[config.mk]
export PLATFORM = sky130hd
export DESIGN_NAME = fibonacci_matrix_power_mod_unit_flat
export DESIGN_NICKNAME = d
export VERILOG_FILES = /design/src/hdl/fmp_pkg.sv /design/src/hdl/fmp_if.sv /design/src/hdl/fibonacci_matrix_power_mod_unit.sv /design/src/hdl/fmp_datapath.sv /design/src/hdl/fmp_sequencer.sv /design/src/flat_wrapper.sv
export VERILOG_INCLUDE_DIRS = /design/src /design/src/hdl
export SDC_FILE = /design/constraint.sdc
export NUM_CORES = 2
export LEC_CHECK = 0
export ABC_AREA = 1
export ABC_CLOCK_PERIOD_IN_PS = 9290
export BUFFER_PORTS_ARGS = -buffer_cell sky130_fd_sc_hd__clkbuf_2
export CAP_MARGIN = 10
export CORE_ASPECT_RATIO = 0.5
export CORE_UTILIZATION = 28
export DETAILED_ROUTE_END_ITERATION = 10
export SETUP_SLACK_MARGIN = 0.05
export SYNTH_ARGS = -nofsm -noshare
export SYNTH_HDL_FRONTEND = slang
export SYNTH_SLANG_ARGS = --single-unit
[constraint.sdc]
create_clock -name clk -period 9.29 [get_ports clk]
set_input_delay 1.3935 -clock clk [delete_from_list [all_inputs] [get_ports clk]]
set_output_delay 1.3935 -clock clk [all_outputs]
set_load 0.01 [all_outputs]
[src/hdl/assert_macros.svh]
// Assertion macros shared by the Fibonacci power unit.
// Depends on a clk and an active-low rst_n in the scope of each use.
`ifndef ASSERT_MACROS_SVH
`define ASSERT_MACROS_SVH

// Checked on every clock edge outside reset.
`define FMP_ASSERT(lbl, prop, msg) \
    lbl: assert property (@(posedge clk) disable iff (!rst_n) prop) else $error(msg);

// Checked on every clock edge, reset included.
`define FMP_ASSERT_ALWAYS(lbl, prop, msg) \
    lbl: assert property (@(posedge clk) prop) else $error(msg);

`endif

[src/hdl/fmp_pkg.sv]
// Shared types, constants and the microcode table of the Fibonacci power unit.
// No dependencies; used by the interfaces, the sequencer and the datapath.
`default_nettype none

package fmp_pkg;

    localparam int FIB_W = 16;
    localparam int PC_W  = 4;
    localparam int RED_W = 17;

    localparam logic [FIB_W-1:0] FIB_MODULUS = 16'd46337;
    // Reciprocal for the quotient estimate: floor(2^47 / modulus), below 2^32.
    localparam logic [31:0] FIB_RECIP = 32'((64'd1 << 47) / 64'd46337);

    typedef enum logic [1:0] {
        SRC_A,
        SRC_B,
        SRC_D
    } src_t;

    typedef enum logic [1:0] {
        WB_NONE,
        WB_A,
        WB_BD
    } wb_t;

    typedef enum logic [2:0] {
        SEQ_NEXT,
        SEQ_SCAN,
        SEQ_TEST,
        SEQ_LOOP,
        SEQ_DONE
    } seq_t;

    typedef struct packed {
        src_t            x_sel;
        src_t            y_sel;
        logic            sum_acc;
        wb_t             wb;
        logic            step_b;
        seq_t            seq;
        logic [PC_W-1:0] target;
    } fmp_ctrl_t;

    typedef struct packed {
        logic init;
        src_t x_sel;
        src_t y_sel;
        logic sum_acc;
        wb_t  wb;
        logic step;
    } fmp_dp_ctrl_t;

    // Microcode addresses.
    localparam logic [PC_W-1:0] ADDR_SCAN   = 4'd0;
    localparam logic [PC_W-1:0] ADDR_TEST   = 4'd1;
    localparam logic [PC_W-1:0] ADDR_MUL_AA = 4'd2;
    localparam logic [PC_W-1:0] ADDR_MUL_BB = 4'd3;
    localparam logic [PC_W-1:0] ADDR_MUL_AB = 4'd4;
    localparam logic [PC_W-1:0] ADDR_MUL_BD = 4'd5;
    localparam logic [PC_W-1:0] ADDR_SUM_2  = 4'd6;
    localparam logic [PC_W-1:0] ADDR_WB_A   = 4'd7;
    localparam logic [PC_W-1:0] ADDR_WAIT   = 4'd8;
    localparam logic [PC_W-1:0] ADDR_WB_B   = 4'd9;
    localparam logic [PC_W-1:0] ADDR_STEP   = 4'd10;
    localparam logic [PC_W-1:0] ADDR_DONE   = 4'd11;

    // The accumulator is B^k = [[a, b], [b, d]]. Squaring needs a*a + b*b
    // and a*b + b*d; each sum passes the pipelined reducer before writeback.
    function automatic fmp_ctrl_t fmp_rom(input logic [PC_W-1:0] addr);
        fmp_ctrl_t cw;
        cw = '{x_sel: SRC_A, y_sel: SRC_A, sum_acc: 1'b0, wb: WB_NONE,
               step_b: 1'b0, seq: SEQ_NEXT, target: ADDR_SCAN};
        case (addr)
            ADDR_SCAN:
            begin
                cw.seq    = SEQ_SCAN;
                cw.target = ADDR_TEST;
            end
            ADDR_TEST:
            begin
                cw.seq    = SEQ_TEST;
                cw.target = ADDR_DONE;
            end
            ADDR_MUL_AA:
            begin
                cw.x_sel = SRC_A;
                cw.y_sel = SRC_A;
            end
            ADDR_MUL_BB:
            begin
                cw.x_sel = SRC_B;
                cw.y_sel = SRC_B;
            end
            ADDR_MUL_AB:
            begin
                cw.x_sel   = SRC_A;
                cw.y_sel   = SRC_B;
                cw.sum_acc = 1'b1;
            end
            ADDR_MUL_BD:
            begin
                cw.x_sel = SRC_B;
                cw.y_sel = SRC_D;
            end
            ADDR_SUM_2:
            begin
                cw.sum_acc = 1'b1;
            end
            ADDR_WB_A:
            begin
                cw.wb = WB_A;
            end
            ADDR_WAIT:
            begin
                cw.seq = SEQ_NEXT;
            end
            ADDR_WB_B:
            begin
                cw.wb = WB_BD;
            end
            ADDR_STEP:
            begin
                cw.step_b = 1'b1;
                cw.seq    = SEQ_LOOP;
                cw.target = ADDR_TEST;
            end
            ADDR_DONE:
            begin
                cw.seq = SEQ_DONE;
            end
            default:
            begin
                cw.seq = SEQ_DONE;
            end
        endcase
        return cw;
    endfunction

endpackage

`default_nettype wire

[src/hdl/fmp_if.sv]
// Valid/ready channels of the Fibonacci power unit: index items in, results out.
// Depends on fmp_pkg for the result width.
`default_nettype none

interface fmp_index_if #(parameter int INDEX_BITS = 31) ();
    logic                  valid;
    logic                  ready;
    logic [INDEX_BITS-1:0] index_n;

    modport source (output valid, output index_n, input ready);
    modport sink (input valid, input index_n, output ready);
endinterface

interface fmp_result_if ();
    logic                         valid;
    logic                         ready;
    logic [fmp_pkg::FIB_W-1:0]    fib_value;

    modport source (output valid, output fib_value, input ready);
    modport sink (input valid, input fib_value, output ready);
endinterface

`default_nettype wire

[src/hdl/fibonacci_matrix_power_mod_unit.sv]
// The sequencer scans the index one bit per cycle down to its leading one, then
// runs a ten-step square-and-multiply program through one shared multiplier for
// each remaining bit; the result register loads when the program ends.
// Throughput: one item at a time; the next is taken once the result is loaded.
// Reset clears the sequencer and the result valid; the datapath needs none.
`default_nettype none

module fibonacci_matrix_power_mod_unit #(
    parameter int INDEX_BITS = 31
) (
    input  logic          clk,
    input  logic          rst_n,
    fmp_index_if.sink     index_ch,
    fmp_result_if.source  result_ch
);

    fmp_pkg::fmp_dp_ctrl_t     dp_ctrl;
    logic [fmp_pkg::FIB_W-1:0] fib;

    fmp_sequencer #(
        .INDEX_BITS (INDEX_BITS)
    ) u_seq (
        .clk       (clk),
        .rst_n     (rst_n),
        .index_ch  (index_ch),
        .result_ch (result_ch),
        .dp_ctrl   (dp_ctrl),
        .fib       (fib)
    );

    fmp_datapath u_dp (
        .clk  (clk),
        .ctrl (dp_ctrl),
        .fib  (fib)
    );

endmodule

`default_nettype wire

[src/hdl/fmp_datapath.sv]
// Matrix datapath: accumulator entries, one 16x16 multiplier, a sum register
// and a pipelined modular reducer. Depends on fmp_pkg; driven by fmp_sequencer.
`default_nettype none

module fmp_datapath (
    input  logic                      clk,
    input  fmp_pkg::fmp_dp_ctrl_t     ctrl,
    output logic [fmp_pkg::FIB_W-1:0] fib
);

    localparam logic [fmp_pkg::RED_W-1:0] MOD_R = fmp_pkg::RED_W'(fmp_pkg::FIB_MODULUS);

    logic [fmp_pkg::FIB_W-1:0] a_reg;
    logic [fmp_pkg::FIB_W-1:0] b_reg;
    logic [fmp_pkg::FIB_W-1:0] d_reg;
    logic [31:0]               prod_reg;
    logic [31:0]               sum_reg;
    logic [fmp_pkg::RED_W-1:0] s1_reg;
    logic [fmp_pkg::RED_W-1:0] q_reg;
    logic [fmp_pkg::RED_W-1:0] s2_reg;
    logic [fmp_pkg::RED_W-1:0] qm_reg;

    logic [fmp_pkg::FIB_W-1:0] x_op;
    logic [fmp_pkg::FIB_W-1:0] y_op;
    logic [63:0]               est_full;
    logic [32:0]               qm_full;
    logic [fmp_pkg::RED_W-1:0] rem_raw;
    logic [fmp_pkg::FIB_W-1:0] red;

    function automatic logic [fmp_pkg::FIB_W-1:0] add_mod(
        input logic [fmp_pkg::FIB_W-1:0] x,
        input logic [fmp_pkg::FIB_W-1:0] y
    );
        logic [fmp_pkg::RED_W-1:0] s;
        s = {1'b0, x} + {1'b0, y};
        if (s >= MOD_R) begin
            s = s - MOD_R;
        end
        return s[fmp_pkg::FIB_W-1:0];
    endfunction

    always_comb
    begin
        case (ctrl.x_sel)
            fmp_pkg::SRC_A: x_op = a_reg;
            fmp_pkg::SRC_B: x_op = b_reg;
            fmp_pkg::SRC_D: x_op = d_reg;
            default:        x_op = a_reg;
        endcase
        case (ctrl.y_sel)
            fmp_pkg::SRC_A: y_op = a_reg;
            fmp_pkg::SRC_B: y_op = b_reg;
            fmp_pkg::SRC_D: y_op = d_reg;
            default:        y_op = a_reg;
        endcase
    end

    // The quotient estimate is low by at most one, so the remainder lies
    // below twice the modulus and fits in 17 bits.
    assign est_full = 64'(sum_reg) * 64'(fmp_pkg::FIB_RECIP);
    assign qm_full  = 33'(q_reg) * 33'(fmp_pkg::FIB_MODULUS);
    assign rem_raw  = s2_reg - qm_reg;
    assign red      = (rem_raw >= MOD_R) ? fmp_pkg::FIB_W'(rem_raw - MOD_R)
                                         : rem_raw[fmp_pkg::FIB_W-1:0];

    always_ff @(posedge clk)
    begin
        prod_reg <= 32'(x_op) * 32'(y_op);
        sum_reg  <= ctrl.sum_acc ? (sum_reg + prod_reg) : prod_reg;
        q_reg    <= est_full[63:47];
        s1_reg   <= sum_reg[fmp_pkg::RED_W-1:0];
        qm_reg   <= qm_full[fmp_pkg::RED_W-1:0];
        s2_reg   <= s1_reg;

        if (ctrl.init) begin
            a_reg <= '0;
            b_reg <= fmp_pkg::FIB_W'(1);
            d_reg <= fmp_pkg::FIB_W'(1);
        end else if (ctrl.step) begin
            a_reg <= b_reg;
            b_reg <= d_reg;
            d_reg <= add_mod(b_reg, d_reg);
        end else begin
            case (ctrl.wb)
                fmp_pkg::WB_A:
                begin
                    a_reg <= red;
                end
                fmp_pkg::WB_BD:
                begin
                    b_reg <= red;
                    d_reg <= add_mod(a_reg, red);
                end
                default:
                begin
                    a_reg <= a_reg;
                end
            endcase
        end
    end

    assign fib = b_reg;

endmodule

`default_nettype wire

[src/hdl/fmp_sequencer.sv]
// Microcode sequencer: step counter, exponent bit scan, channel handshakes and
// the result register. Depends on fmp_pkg, fmp_if and assert_macros.svh.
`default_nettype none
`include "assert_macros.svh"

module fmp_sequencer #(
    parameter int INDEX_BITS = 31
) (
    input  logic                      clk,
    input  logic                      rst_n,
    fmp_index_if.sink                 index_ch,
    fmp_result_if.source              result_ch,
    output fmp_pkg::fmp_dp_ctrl_t     dp_ctrl,
    input  logic [fmp_pkg::FIB_W-1:0] fib
);

    localparam int CNT_W = $clog2(INDEX_BITS + 1);

    typedef enum logic {
        ST_IDLE,
        ST_RUN
    } state_t;

    state_t                      state_reg, state_next;
    logic [fmp_pkg::PC_W-1:0]    pc_reg, pc_next;
    logic [CNT_W-1:0]            cnt_reg, cnt_next;
    logic [INDEX_BITS-1:0]       exp_reg, exp_next;
    logic                        out_valid_reg, out_valid_next;
    logic [fmp_pkg::FIB_W-1:0]   fib_reg, fib_next;

    fmp_pkg::fmp_ctrl_t cw;
    logic               run;
    logic               lead;

    assign cw   = fmp_pkg::fmp_rom(pc_reg);
    assign run  = (state_reg == ST_RUN);
    assign lead = exp_reg[INDEX_BITS-1];

    assign index_ch.ready      = (state_reg == ST_IDLE);
    assign result_ch.valid     = out_valid_reg;
    assign result_ch.fib_value = fib_reg;

    always_comb
    begin
        dp_ctrl.init    = (state_reg == ST_IDLE) && index_ch.valid;
        dp_ctrl.x_sel   = cw.x_sel;
        dp_ctrl.y_sel   = cw.y_sel;
        dp_ctrl.sum_acc = cw.sum_acc;
        dp_ctrl.wb      = run ? cw.wb : fmp_pkg::WB_NONE;
        // Multiply by the base matrix only where the current bit is set.
        dp_ctrl.step    = run && cw.step_b && lead;
    end

    always_comb
    begin
        state_next     = state_reg;
        pc_next        = pc_reg;
        cnt_next       = cnt_reg;
        exp_next       = exp_reg;
        out_valid_next = out_valid_reg;
        fib_next       = fib_reg;

        if (out_valid_reg && result_ch.ready) begin
            out_valid_next = 1'b0;
        end

        case (state_reg)
            ST_IDLE:
            begin
                if (index_ch.valid) begin
                    state_next = ST_RUN;
                    pc_next    = fmp_pkg::ADDR_SCAN;
                    cnt_next   = CNT_W'(INDEX_BITS);
                    exp_next   = index_ch.index_n;
                end
            end
            ST_RUN:
            begin
                case (cw.seq)
                    fmp_pkg::SEQ_NEXT:
                    begin
                        pc_next = pc_reg + 1'b1;
                    end
                    fmp_pkg::SEQ_SCAN:
                    begin
                        // Skip zeros above the leading one; an all-zero index
                        // finishes with the base matrix untouched.
                        exp_next = exp_reg << 1;
                        cnt_next = cnt_reg - 1'b1;
                        if (lead) begin
                            pc_next = cw.target;
                        end else if (cnt_reg == CNT_W'(1)) begin
                            pc_next = fmp_pkg::ADDR_DONE;
                        end
                    end
                    fmp_pkg::SEQ_TEST:
                    begin
                        if (cnt_reg == '0) begin
                            pc_next = cw.target;
                        end else begin
                            pc_next = pc_reg + 1'b1;
                        end
                    end
                    fmp_pkg::SEQ_LOOP:
                    begin
                        exp_next = exp_reg << 1;
                        cnt_next = cnt_reg - 1'b1;
                        pc_next  = cw.target;
                    end
                    fmp_pkg::SEQ_DONE:
                    begin
                        if (!out_valid_reg || result_ch.ready) begin
                            out_valid_next = 1'b1;
                            fib_next       = fib;
                            state_next     = ST_IDLE;
                        end
                    end
                    default:
                    begin
                        state_next = ST_IDLE;
                    end
                endcase
            end
            default:
            begin
                state_next = ST_IDLE;
            end
        endcase
    end

    always_ff @(posedge clk or negedge rst_n)
    begin
        if (!rst_n) begin
            state_reg     <= ST_IDLE;
            pc_reg        <= fmp_pkg::ADDR_SCAN;
            cnt_reg       <= '0;
            exp_reg       <= '0;
            out_valid_reg <= 1'b0;
            fib_reg       <= '0;
        end else begin
            state_reg     <= state_next;
            pc_reg        <= pc_next;
            cnt_reg       <= cnt_next;
            exp_reg       <= exp_next;
            out_valid_reg <= out_valid_next;
            fib_reg       <= fib_next;
        end
    end

    `FMP_ASSERT_ALWAYS(a_rst_quiet, !rst_n |-> !result_ch.valid, "result valid during reset")
    `FMP_ASSERT(a_cnt_range, run |-> cnt_reg <= CNT_W'(INDEX_BITS), "bit count out of range")
    `FMP_ASSERT(a_pc_range, run |-> pc_reg <= fmp_pkg::ADDR_DONE, "step counter past program")
    `FMP_ASSERT(a_out_src, $rose(result_ch.valid) |-> $past(pc_reg) == fmp_pkg::ADDR_DONE, "result loaded outside the final step")

endmodule

`default_nettype wire

[src/flat_wrapper.sv]
// flat-port wrapper written by rule: the top's interface ports become plain ports
module fibonacci_matrix_power_mod_unit_flat 
#(
    parameter int INDEX_BITS = 31
)
  (clk, rst_n, index_ch_valid, index_ch_index_n, index_ch_ready, result_ch_valid, result_ch_fib_value, result_ch_ready);
  fmp_index_if #(.INDEX_BITS(INDEX_BITS)) index_ch_i ();
  fmp_result_if result_ch_i ();
  input  logic clk;
  input  logic rst_n;
  input wire logic [$bits(index_ch_i.valid)-1:0] index_ch_valid;
  input wire logic [$bits(index_ch_i.index_n)-1:0] index_ch_index_n;
  output wire logic [$bits(index_ch_i.ready)-1:0] index_ch_ready;
  output wire logic [$bits(result_ch_i.valid)-1:0] result_ch_valid;
  output wire logic [$bits(result_ch_i.fib_value)-1:0] result_ch_fib_value;
  input wire logic [$bits(result_ch_i.ready)-1:0] result_ch_ready;
  assign index_ch_i.valid = index_ch_valid;
  assign index_ch_i.index_n = index_ch_index_n;
  assign index_ch_ready = index_ch_i.ready;
  assign result_ch_valid = result_ch_i.valid;
  assign result_ch_fib_value = result_ch_i.fib_value;
  assign result_ch_i.ready = result_ch_ready;
  fibonacci_matrix_power_mod_unit #(.INDEX_BITS(INDEX_BITS)) u_core (.clk(clk), .rst_n(rst_n), .index_ch(index_ch_i), .result_ch(result_ch_i));
endmodule
# [Yosys cells after proc, flatten, opt, wreduce, memory -nomap -nowiden]
# Cells that the tools add are included.
[totals] mem_count=0 reg_bits=238 wordCells=114 input_bits=35 latch_bits=0 out_inout_bits=18 mem_bits_rw=0 rom_bits=0
[op_classes] n_mul=3 n_shift=0 add_sub_neg=9 bitwise_logic=1 div=0 mux=39 n_lt_le_gt_ge=3 n_reduce_logical=19 n_eq_ne=25
[op_table] cell="16-bit 2-to-1 mux" n=9
[op_table] cell="16-bit one-hot mux with 2 select lines" n=2
[op_table] cell="32-bit by 31-bit multiplier with 63-bit output (second input constant)" n=1
[op_table] cell="31-bit 2-to-1 mux" n=2
[op_table] cell="31-bit one-hot mux with 2 select lines" n=1
[op_table] cell="17-bit by 16-bit greater-or-equal comparator with 1-bit output (second input constant)" n=3
[op_table] cell="16-bit subtractor (second input constant)" n=3
[op_table] cell="16-bit by 16-bit adder with 17-bit output" n=2
[op_table] cell="32-bit adder" n=1
[op_table] cell="16-bit by 16-bit multiplier with 32-bit output" n=1
[op_table] cell="32-bit 2-to-1 mux" n=1
[op_table] cell="17-bit by 16-bit multiplier with 17-bit output (second input constant)" n=1
[op_table] cell="17-bit subtractor" n=1
[op_table] cell="4-bit by 3-bit == test with 1-bit output (second input constant)" n=4
[op_table] cell="4-bit 2-to-1 mux" n=4
[op_table] cell="4-bit one-hot mux with 2 select lines" n=2
[op_table] cell="4-bit one-hot mux with 4 select lines" n=1
[op_table] cell="4-bit == test (second input constant)" n=3
[op_table] cell="3-bit one-hot mux with 4 select lines" n=1
[op_table] cell="5-bit 2-to-1 mux" n=2
[op_table] cell="5-bit one-hot mux with 2 select lines" n=1
[op_table] cell="3-bit one-hot mux with 3 select lines" n=1
[op_table] cell="4-bit by 2-bit == test with 1-bit output (second input constant)" n=2
[op_table] cell="1-bit 2-to-1 mux" n=8
[op_table] cell="other kinds (28)" n=42

# [Depth between registers and ports, before layout]
[depth] word_depth=8 depth_mapped=46 ltp_nobuf=44

# [Modules after synthesis]
# A second synthesis with hierarchy kept.
[unflattened] hier_cells=5494 hier_area_um2=43351.6
[by_module_without_submodules] module="fmp_datapath" seq_area_each_um2=3603.5 n_inst=1 area_each_um2=40303.7 cells_each=5122
[by_module_without_submodules] module="fmp_sequencer" seq_area_each_um2=1451.4 n_inst=1 area_each_um2=3047.9 cells_each=372

# [Worst setup path after synthesis]
# Ideal clock, no wire load.
[synth_path] kind="reg-to-reg" startpoint="register u_core.u_seq.pc_reg[1] (netlist bit)" endpoint="register u_core.u_dp.prod_reg[27]" synth_period_minus_slack_ps=6913 n_path_buf=3 slack_ps=2377 setup_ps=112 stages_incl_launch_ff=34 t_required_ps=9178 t_arrival_ps=6801 cell_sequence="dfrtp_1 inv_1 ha_1 inv_1 nor2_1 inv_1 ha_1 clkbuf_1 inv_1 buf_1 o21ai_0 clkbuf_1 nor2_1 fa_1 inv_1 fa_1 fa_1 inv_1 fa_1 fa_1 inv_1 fa_1 inv_1 ha_1 a21oi_1 inv_1 a21oi_1 o21ai_1 a21oi_1 o21ai_1 nand2_1 nand2_1 nand2_1 nand2_1"
[synth_via] elab_chain_len=5 word_cells_on_any_way=11 cone_classes="mul: 1; eq/ne: 7; mux: 3"
[synth_lines] item="start: declaration" line="fmp_sequencer.sv:25" text="logic [fmp_pkg::PC_W-1:0] pc_reg, pc_next;"
[synth_lines] item="start signal: assignment" line="fmp_sequencer.sv:135" text="pc_reg <= fmp_pkg::ADDR_SCAN;"
[synth_lines] item="start signal: assignment" line="fmp_sequencer.sv:142" text="pc_reg <= pc_next;"
[synth_lines] item="4-bit by 3-bit == test with 1-bit output or 4-bit by 2-bit == test with 1-bit output (tied branches)" line="fmp_pkg.sv:74" text="case (addr)"
[synth_lines] item="3-bit one-hot mux with 3 select lines (*)" line="fmp_pkg.sv:74"
[synth_lines] item="2-bit == test, or another cell as far along" line="fmp_datapath.sv:44" text="case (ctrl.x_sel)"
[synth_lines] item="16-bit one-hot mux with 2 select lines, on equally long branches" line="fmp_datapath.sv:44, fmp_datapath.sv:50"
[synth_lines] item="16-bit by 16-bit multiplier with 32-bit output (*)" line="fmp_datapath.sv:68" text="prod_reg <= 32'(x_op) * 32'(y_op);"
[synth_lines] item="end signal: assignment" line="fmp_datapath.sv:68"
[synth_lines] item="end: declaration" line="fmp_datapath.sv:16" text="logic [31:0] prod_reg;"
# Every way passes the cells marked *; elsewhere a longest branch is shown, timed or not.
# A chain may end at the register's enable or synchronous reset.

# [Final worst setup path]
# Same ends and word-level chain as after synthesis.

==> out/metrics.csv <==
stage,metric,value,unit
run_status,status,finished clean,
floorplan,initial_core_util,28.4,%
cells_and_area,final_cell_mix,"inv_1 (1335), nand2_1 (1032), fa_1 (630)",
synth,synth_enable_flop_cells,0,
cells_and_area,postLayoutCellArea,46400,um2
synth,synthTopCellsByArea,"fa_1 (30%), ha_1 (18%), inv_1 (12%)",
place,gp_congestion,0.954,
clock_tree,clkLatencyLatePin,580,ps
floorplan,pin_count,53,
drt,vias,33828,
synth,synth_ff_type,dfxtp_1,
timing,fin_crit,8180,ps
place,dpl.hpwl,100000,um
synth,ys_seq_area_share,11.9,%
floorplan,dieArea,154000,um2
global_route,grt_max_degree,65,
timing,fin_setup_tns,0,ps
timing,setup_viol,0,
synth,synthCells,5364,
critical_path,start_kind,flip-flop,
place,io_buffers,52,
drt,wl_per_cell,15.8,um
place,place_inst,7382,
floorplan,rows,100,
synth,syn_area,42600,um2
timing,fmax,122,MHz
cells_and_area,synthToLayoutAreaGrowth,9.06,%
timing,max-slew-margin-rel,20.8,%
clock_tree,cts-resized-gates,0,
job,cap_violations,0,
global_route,grt_overflow,0,
clock_tree,cts_max_path_buffers,3,
cells_and_area,num_antenna_cells,0,
synth,avgSynthCellArea,7.93,um2
cells_and_area,seqCellArea,5050,um2
drt,via_per_inst,4.55,
critical_path,slowest_delay,710,ps
critical_path,critPathMostFrequentCell,inv_1,
synth,synth.ff_latch_count,238,
global_route,grt_pass1_wl,191000,um
global_route,grt_pass1_vias,34790,
critical_path,cp_max_fo,17,
clock_tree,cts_setup_buffers,0,
drt,postRouteAntennaNets,0,
clock_tree,clk_pin_slew,60,ps
floorplan,die_h,278,um
synth,syn_nets,6653,
timing,final_max_slew_viol_count,0,
cells_and_area,fin_cells,7435,
cells_and_area,final_common_cell,inv_1,
synth,synthDistinctLibCells,58,
floorplan,core-area,150000,um2
clock_tree,h-tree-depth,1,
timing,finalCritPeriodShare,88.1,%
synth,ys_warn_count,0,
timing,worst-slew-pin-transition,1180,ps
timing,clock_skew,20.6,ps
synth,async_reset_ff_share,24.4,%
critical_path,cp-end-kind,flip-flop,
cells_and_area,fill_cells,15969,
timing,grt_setup_unrepaired,false,
timing,hold_viol,0,
clock_tree,cts_hold_buf,0,
global_route,antenna_found_initial,3,
cells_and_area,fin_nets,6713,
drt,detail_route.wirelength,118000,um
critical_path,crit_type,flip-flop to flip-flop,
drt,drc_errors,0,
clock_tree,cts_root_buffer,clkbuf_16,
synth,yosys.area.top_type,fa_1,
place,placed_area,45400,um2
clock_tree,cts.sinks,238,
synth,netlist.area_leader.share,29.6,%
critical_path,crit_arrival,8660,ps
clock_tree,cts_tree,yes,
clock_tree,cts_buffers,28,
critical_path,worst_path_max_delay_cell,o21ai_0,
hold_path,min_path_type,flip-flop to flip-flop,
drt,drt-pass1-iter-count,5,
floorplan,die_w,553,um
cells_and_area,layout-drive-gt1-share,4.61,%
critical_path,crit_required,9760,ps
cells_and_area,multiInputGateArea,32100,um2
global_route,grt_usage,15.5,%
drt,first_iter_violations,2132,
[metal layers]
metal / wire length [um] / GRT usage, %
met1: 56900 / 22.0
met2: 52100 / 25.1
met3: 5460 / 1.65
met4: 3310 / 4.04
met5: 0 / 0
[worst paths after layout]
path                                        startpoint                  endpoint  slack [ps]  depth (start not counted)
worst max register to register  u_core.u_seq.pc_reg[1]  u_core.u_dp.prod_reg[27]        1110                         30
worst min-delay path             u_core.u_dp.s1_reg[0]     u_core.u_dp.s2_reg[0]         320                          0
max in group asynchronous                        rst_n   u_core.u_seq.exp_reg[2]        7830                          2
worst min register to register   u_core.u_dp.s1_reg[0]     u_core.u_dp.s2_reg[0]         320                          0
worst max-delay path            u_core.u_seq.pc_reg[1]  u_core.u_dp.prod_reg[27]        1110                         30
min in group asynchronous                        rst_n  u_core.u_seq.exp_reg[18]         960                          2
[critical path: cells and delay by family, from the launching register on]
family                   cells  cell delay (ps)
flip-flops                   1              410
buffers and inverters        9             1240
AND/OR/NAND/NOR              6              610
adder cells (fa/ha/maj)      9             4080
AO/OA/AOI/OAI                6             1740
[metrics by stage]
step	utilization, %	setup WS [ps]	hold WS, ps
4_1_cts	31.0	1160	323
2_1_floorplan	-	2380	310
6_report	31.0	1110	324
3_5_place_dp	30.3	1170	312
5_1_grt	31.0	525	326
3_3_place_gp	30.3	1290	310
[cells in the mapped netlist, types with 10 or more instances]
cell / n
clkbuf_1: 61
o21a_1: 15
o21ai_1: 26
or2_2: 18
xnor2_1: 27
nand2_1: 1033
inv_1: 1335
a21o_1: 10
nor3_1: 29
o22ai_1: 21
nor2_1: 324
a31oi_1: 52
a221o_1: 17
nand2_2: 15
xor2_1: 76
fa_1: 630
clkinv_1: 12
dfxtp_1: 180
dfrtp_1: 58
nand4_1: 54
nand2_4: 16
ha_1: 624
nand3_1: 212
inv_2: 11
o21ai_0: 162
a21oi_1: 237
nand3b_1: 13
[final cells by class]
class | count | area share [%]
tap | 1989 | 5.36
sequential | 238 | 10.9
timing repair buffer | 109 | 1.50
clock buffer | 32 | 1.59
inverter | 1358 | 11.0
clock inverter | 20 | 0.580
multi-input combinational | 3689 | 69.1
[kinds of logic after synthesis]
logic type                 Yosys count  share of synthesized area, %
AOI/OAI and AO/OA                  583                          7.74
xor gates and xnor gates           104                          2.16
adders and majority gates         1254                          48.0
and+or+nand+nor                   1748                          17.4
DFF                                238                          11.9
buffers and inverters             1437                          12.8
Power is not shown: default switching activity piles up to over one toggle a cycle in this logic, so the estimate is an artifact.
